===== config.mk =====
export PLATFORM = sky130hd
export DESIGN_NAME = mtfc_parse
export DESIGN_NICKNAME = d
export VERILOG_FILES = /design/src/rtl/mtfc_pkg.sv /design/src/rtl/mtfc_parse.sv
export SDC_FILE = /design/constraint.sdc
export NUM_CORES = 1
export LEC_CHECK = 0
export BUFFER_PORTS_ARGS = -buffer_cell sky130_fd_sc_hd__buf_4
export CAP_MARGIN = 20
export CORE_ASPECT_RATIO = 0.6
export CORE_MARGIN = 5
export CORE_UTILIZATION = 43
export DETAILED_ROUTE_END_ITERATION = 16
export SKIP_LAST_GASP = 1
export SYNTH_ARGS = -nofsm -noshare
export SYNTH_HDL_FRONTEND = slang
export SYNTH_SLANG_ARGS = --single-unit

===== constraint.sdc =====
create_clock -name clk -period 7.9 [get_ports clk]
set_input_delay 0.395 -clock clk [delete_from_list [all_inputs] [get_ports clk]]
set_output_delay 0.395 -clock clk [all_outputs]
set_load 0.05 [all_outputs]

===== src/rtl/mtfc_pkg.sv =====
// Shared types and constants for the mux TLV frame checker.
`default_nettype none

package mtfc_pkg;

	localparam int unsigned ADDR_W = 4;
	localparam int unsigned DATA_W = 32;
	localparam int unsigned HDR_BYTES = 13;

	// register index, paddr[3:2]
	localparam logic [1:0] REG_MARKER = 2'd0;
	localparam logic [1:0] REG_CTL_SVC = 2'd1;
	localparam logic [1:0] REG_SEARCH = 2'd2;

	localparam logic [7:0] MARKER_RESET = 8'd1;

	localparam logic [2:0] ST_OK = 3'd0;
	localparam logic [2:0] ST_BAD_MARKER = 3'd1;
	localparam logic [2:0] ST_MUX_SHORT = 3'd2;
	localparam logic [2:0] ST_MUX_LEN = 3'd3;
	localparam logic [2:0] ST_HDR_SHORT = 3'd4;
	localparam logic [2:0] ST_TLV_LEN = 3'd5;
	localparam logic [2:0] ST_TLV_HDR = 3'd6;
	localparam logic [2:0] ST_TLV_VAL = 3'd7;

	localparam logic [16:0] POS_MAX = 17'h1FFFF;
	localparam logic [16:0] FRAME_MAX = 17'h10000;

	typedef struct packed {
		logic [7:0] marker_value;
		logic [7:0] control_service_id;
		logic [7:0] search_type;
	} cfg_t;

	typedef struct packed {
		logic [2:0] status;
		logic is_control;
		logic [7:0] service_id;
		logic [7:0] client_num;
		logic [7:0] mux_flags;
		logic [7:0] msg_flags;
		logic [15:0] txn_num;
		logic [15:0] msg_num;
		logic [16:0] frame_bytes;
		logic tlv_found;
		logic [15:0] tlv_value_offset;
		logic [15:0] tlv_value_length;
	} res_t;

endpackage

`default_nettype wire


===== src/rtl/mtfc_parse.sv =====
// Per-frame state, header capture, TLV walk and final status logic.
`default_nettype none

module mtfc_parse (
	input wire logic clk,
	input wire logic arst_n,
	input wire mtfc_pkg::cfg_t cfg,
	input wire logic step,
	input wire logic [7:0] byte_in,
	input wire logic last_in,
	output mtfc_pkg::res_t res
);
	import mtfc_pkg::*;

	logic [16:0] pos_q, pos_u;
	logic marker_ok_q, marker_ok_u;
	logic [7:0] hdr_q [HDR_BYTES];
	logic [7:0] hdr_u [HDR_BYTES];
	logic armed_q, armed_u;
	logic ctl_q, ctl_u;
	logic [16:0] next_q, next_u;
	logic [1:0] hcnt_q, hcnt_u;
	logic [7:0] ttype_q, ttype_u;
	logic [7:0] tlen_lo_q, tlen_lo_u;
	logic match_q, match_u;
	logic [15:0] moff_q, moff_u;
	logic [15:0] mlen_q, mlen_u;

	logic [17:0] vstart;
	logic [17:0] tend;
	logic [15:0] tlen_full;

	logic ctl_f;
	logic [15:0] mux_len;
	logic [15:0] hl;
	logic [15:0] tlv_len;
	logic [16:0] len_m1;
	logic too_big;
	logic [2:0] st;

	// byte-wise state update
	always_comb begin
		pos_u = (pos_q < POS_MAX) ? pos_q + 17'd1 : POS_MAX;
		marker_ok_u = marker_ok_q;
		hdr_u = hdr_q;
		armed_u = armed_q;
		ctl_u = ctl_q;
		next_u = next_q;
		hcnt_u = hcnt_q;
		ttype_u = ttype_q;
		tlen_lo_u = tlen_lo_q;
		match_u = match_q;
		moff_u = moff_q;
		mlen_u = mlen_q;

		tlen_full = {byte_in, tlen_lo_q};
		vstart = {1'b0, next_q} + 18'd3;
		tend = vstart + {2'b00, tlen_full};

		if (pos_q < 17'(HDR_BYTES))
			hdr_u[pos_q[3:0]] = byte_in;
		if (pos_q == 17'd0)
			marker_ok_u = (byte_in == cfg.marker_value);

		if (pos_q == 17'd4) begin
			ctl_u = (byte_in == cfg.control_service_id);
			next_u = ctl_u ? 17'd12 : 17'd13;
			armed_u = 1'b1;
		end else if (armed_q) begin
			case (hcnt_q)
				2'd0: begin
					if (pos_q == next_q) begin
						ttype_u = byte_in;
						hcnt_u = 2'd1;
					end
				end
				2'd1: begin
					tlen_lo_u = byte_in;
					hcnt_u = 2'd2;
				end
				default: begin
					if (!match_q && ttype_q == cfg.search_type) begin
						match_u = 1'b1;
						moff_u = vstart[15:0];
						mlen_u = tlen_full;
					end
					next_u = (tend > {1'b0, POS_MAX}) ? POS_MAX : tend[16:0];
					hcnt_u = 2'd0;
				end
			endcase
		end
	end

	// final status from the state after this byte
	always_comb begin
		ctl_f = armed_u ? ctl_u : (hdr_u[4] == cfg.control_service_id);
		mux_len = {hdr_u[2], hdr_u[1]};
		hl = ctl_f ? 16'd11 : 16'd12;
		tlv_len = ctl_f ? {hdr_u[11], hdr_u[10]} : {hdr_u[12], hdr_u[11]};
		len_m1 = pos_u - 17'd1;
		too_big = pos_u > FRAME_MAX;

		if (!marker_ok_u) st = ST_BAD_MARKER;
		else if (mux_len < 16'd5) st = ST_MUX_SHORT;
		else if (too_big || {1'b0, mux_len} != len_m1) st = ST_MUX_LEN;
		else if (mux_len < hl) st = ST_HDR_SHORT;
		else if (mux_len - hl != tlv_len) st = ST_TLV_LEN;
		else if (hcnt_u != 2'd0) st = ST_TLV_HDR;
		else if (next_u > pos_u) st = ST_TLV_VAL;
		else st = ST_OK;

		res.status = st;
		res.is_control = ctl_f;
		res.service_id = hdr_u[4];
		res.client_num = hdr_u[5];
		res.mux_flags = hdr_u[3];
		res.msg_flags = hdr_u[6];
		res.txn_num = ctl_f ? {8'd0, hdr_u[7]} : {hdr_u[8], hdr_u[7]};
		res.msg_num = ctl_f ? {hdr_u[9], hdr_u[8]} : {hdr_u[10], hdr_u[9]};
		res.frame_bytes = too_big ? FRAME_MAX : pos_u;
		res.tlv_found = (st == ST_OK) && match_u;
		res.tlv_value_offset = res.tlv_found ? moff_u : 16'd0;
		res.tlv_value_length = res.tlv_found ? mlen_u : 16'd0;
	end

	always_ff @(posedge clk or negedge arst_n) begin
		if (!arst_n) begin
			pos_q <= '0;
			marker_ok_q <= 1'b0;
			for (int i = 0; i < HDR_BYTES; i++) hdr_q[i] <= '0;
			armed_q <= 1'b0;
			ctl_q <= 1'b0;
			next_q <= '0;
			hcnt_q <= '0;
			ttype_q <= '0;
			tlen_lo_q <= '0;
			match_q <= 1'b0;
			moff_q <= '0;
			mlen_q <= '0;
		end else if (step) begin
			if (last_in) begin
				// frame done: clear for the next one
				pos_q <= '0;
				marker_ok_q <= 1'b0;
				for (int i = 0; i < HDR_BYTES; i++) hdr_q[i] <= '0;
				armed_q <= 1'b0;
				ctl_q <= 1'b0;
				next_q <= '0;
				hcnt_q <= '0;
				ttype_q <= '0;
				tlen_lo_q <= '0;
				match_q <= 1'b0;
				moff_q <= '0;
				mlen_q <= '0;
			end else begin
				pos_q <= pos_u;
				marker_ok_q <= marker_ok_u;
				hdr_q <= hdr_u;
				armed_q <= armed_u;
				ctl_q <= ctl_u;
				next_q <= next_u;
				hcnt_q <= hcnt_u;
				ttype_q <= ttype_u;
				tlen_lo_q <= tlen_lo_u;
				match_q <= match_u;
				moff_q <= moff_u;
				mlen_q <= mlen_u;
			end
		end
	end

endmodule

`default_nettype wire


==> flow_summary_export.csv <==
group,metric,value,unit
run_status,status,"complete, no violations",
synthesis,yosys-mux-area-fraction,6.735,%
grt,first_global_vias,12510,
routing,drc,0,
synthesis,async_flop_share,100.0,%
sta,min_period,7480,ps
synthesis,syn_nets,1738,
grt,grt_overflow,0,
synthesis,synth_top_family_by_area,"compound AO/OA/AOI/OAI gates",
synthesis,syn_inst,1657,
die,initial_utilization,43.30,%
placement,gp_congestion,0.9535,
cells_and_area,fin_util,49.66,%
sta,fmax,133.7,MHz
setup_path,crit_top_cell,"nor3_1",
min_path,hp-class,"in2reg",
die,core,0.03222,sq mm
clock_tree,cts_buffers,17,
placement,dp_hpwl,36.59,mm
sta,hold_violations,0,
synthesis,ys_warn_count,0,
sta,period_share,94.69,%
cells_and_area,n_antenna_cell,0,
die,die_h,149.5,um
clock_tree,root_buffer,"clkbuf_16",
power_and_ir_drop,p_leak,0.007392,uW
setup_path,slowest_delay,450,ps
cells_and_area,drive_above_1_share,16.61,%
routing,drt_iter0_drc,1757,
synthesis,synth_compound_gate_area_share,22.57,%
placement,portBuffers,153,
die,ios,154,
setup_path,path_class,"reg2out",
die,die_area,0.03627,sq mm
cells_and_area,area_delta_synth_final,14.70,%
grt,grt_max_degree,72,
power_and_ir_drop,powerDensity,168.8,mW/mm^2
cells_and_area,layout_commonest_cell,"nand2_1",
cells_and_area,final_cell_mix,"nand2_1, dfrtp_1, buf_4",
sta,setup_ws,419.5,ps
synthesis,synth_seq_cells,184,
synthesis,synth_cell_types,81,
sta,slew_violations,0,
routing,via_per_inst,6.192,
setup_path,cp_max_fo,33,
clock_tree,cts_max_level,4,
sta,final-setup-viol-count,0,
clock_tree,cts.clk_slew.worst_paths,70,ps
clock_tree,worstSkewPairLatency,460,ps
setup_path,arrival,7090,ps
routing,postRouteAntennaNets,0,
setup_path,crit_path_end_kind,"output pin",
flow_run,cap_violations,0,
clock_tree,cts_tree,"built",
routing,drt-pass1-iter-count,6,
setup_path,cp_data_required_time,7510,ps
grt,grt_pass1_wl,78.97,mm
placement,dp_slack,513.2,ps
synthesis,yosysSeqAreaShare,33.00,%
synthesis,ys.flop_type,"dfrtp_1",
cells_and_area,num-nets-final,1814,
synthesis,synth_fa_ha_area_share,4.143,%
routing,routed_wl,51.13,mm
synthesis,synth_edf_count,0,
grt,antenna_found_initial,1,
setup_path,cp_slowest_cell,"dfrtp_1",
routing,wire_per_inst,23.56,um
synthesis,synthSimpleGateAreaFrac,20.55,%
die,chipWidth,242.5,um
synthesis,synthXorXnorAreaFrac,8.385,%
clock_tree,cts.sinks,184,
die,num_rows,51,
power_and_ir_drop,peakVddDrop,165.1,uV
sta,skew,12.21,ps
clock_tree,clock_path_buffers,2,
synthesis,avgSynthCellArea,8.420,sq um
sta,slew-limit-headroom,29.64,%
sta,worst_slew_pin_slew,1042,ps
grt,grtUsageTotal,27.81,%
setup_path,worstSetupStartpointType,"flop",
synthesis,netlist_area,0.01395,sq mm
routing,vias,13437,
## worst paths after layout
path / from / endpoint / slack (ps) / cells after the start
min reg2reg: hdr_q[6] / hdr_q[6] / 480 / 2
max reg2reg: next_q[0] / next_q[16] / 3360 / 20
max in group asynchronous: arst_n / mlen_q[10] / 5960 / 3
max: next_q[0] / res[31] / 420 / 31
min: step / next_q[12] / 420 / 2
min in group asynchronous: arst_n / hdr_q[50] / 520 / 2
## metrics by stage
stage | area (sq um) | total power [uW] | TNS (ps) | hold slack, ps | cells
finish | 16000 | 2701 | 0 | 421.1 | 2170
global route | 16000 | 2815 | -41.91 | 431.6 | 2170
CTS | 15960 | 2696 | 0 | 406.5 | 2168
detailed placement | 15340 | 1802 | 0 | 451.1 | 2135
global placement | 15340 | 1794 | 0 | 447.5 | 2135
floorplan | 13950 | 1559 | 0 | 99.41 | 1657
## registers in the layout (all words and copies together) (netlist names)
name / flops
hcnt_q: 2
match_q: 1
moff_q: 16
next_q: 17
ctl_q: 1
tlen_lo_q: 8
pos_q: 17
ttype_q: 8
marker_ok_q: 1
armed_q: 1
hdr_q: 96
mlen_q: 16
## per-layer routing
layer / vias up / part of all wire, % / track usage [%]
li1: 6143 / - / -
met3: 50 / 9.7 / 6.355
met2: 647 / 41 / 38.88
met1: 6595 / 48 / 43.71
met4: 2 / 1.2 / 5.245
met5: - / 0.039 / 0
## worst max-delay path: cells and delay by family, from the launching register on
| family | cells | cell delay [ps] |
|---|---|---|
| fa+ha+maj | 3 | 940 |
| xor+xnor | 2 | 490 |
| compound gates | 11 | 2050 |
| simple gates | 12 | 2040 |
| flops | 1 | 450 |
| buf+inv | 3 | 600 |
## what timing repair did
action | 4_1_cts | 5_1_grt
buffers inserted | 0 | 2
endpoints found under the setup margin | 5 | 35
hold buffers | 1 | 0
gates resized for setup | 3 | 8
pin swaps | 0 | 1
hold endpoints to repair | 67 | 0
## layout make-up
cell class	instances	area [sq um]
well taps	424	530.5
clock inverters	13	132.6
fillers	3056	16220
clock buffers	19	452.9
inverters	33	126.4
repair buffers	182	1379
flip-flops and latches	184	4604
multi-input cells	1315	8777
## cell families after synthesis
group                      count (synthesis)
xor gates and xnor gates                 132
muxes                                     87
DFF                                      184
buffers and inverters                    158
AOI/OAI and AO/OA                        458
and+or+nand+nor                          593
adders and majority gates                 45
## where the power goes
group,internal (uW),switching [uW],total (uW),leakage [uW]
Clock,461,439,900,0.000281
Sequential,977,47.8,1020,0.00254
Combinational,274,502,776,0.00457
## cell usage after synthesis (15+ instances only)
master     instances  area (sq um)
nand2_1          249         934.7
a22o_1            46         402.9
nand2b_1          15         93.84
ha_1              43         538.0
o2bb2ai_1         63         551.8
nand3_1           38         190.2
mux2i_1           50         500.5
mux2_2            35         394.1
o21ai_0           92         460.4
a21oi_1           85         425.4
clkbuf_1          98         367.9
dfrtp_1          184          4604
a22oi_1           42         315.3
a21o_1            26         195.2
xor2_1            48         420.4
buf_2             21         105.1
nand4_1           25         156.4
nor2_1           116         435.4
nor4_1            19         118.9
inv_1             32         120.1
nor3_1            44         220.2
xnor2_1           83         727.0
(Power assumes the default switching activity.)
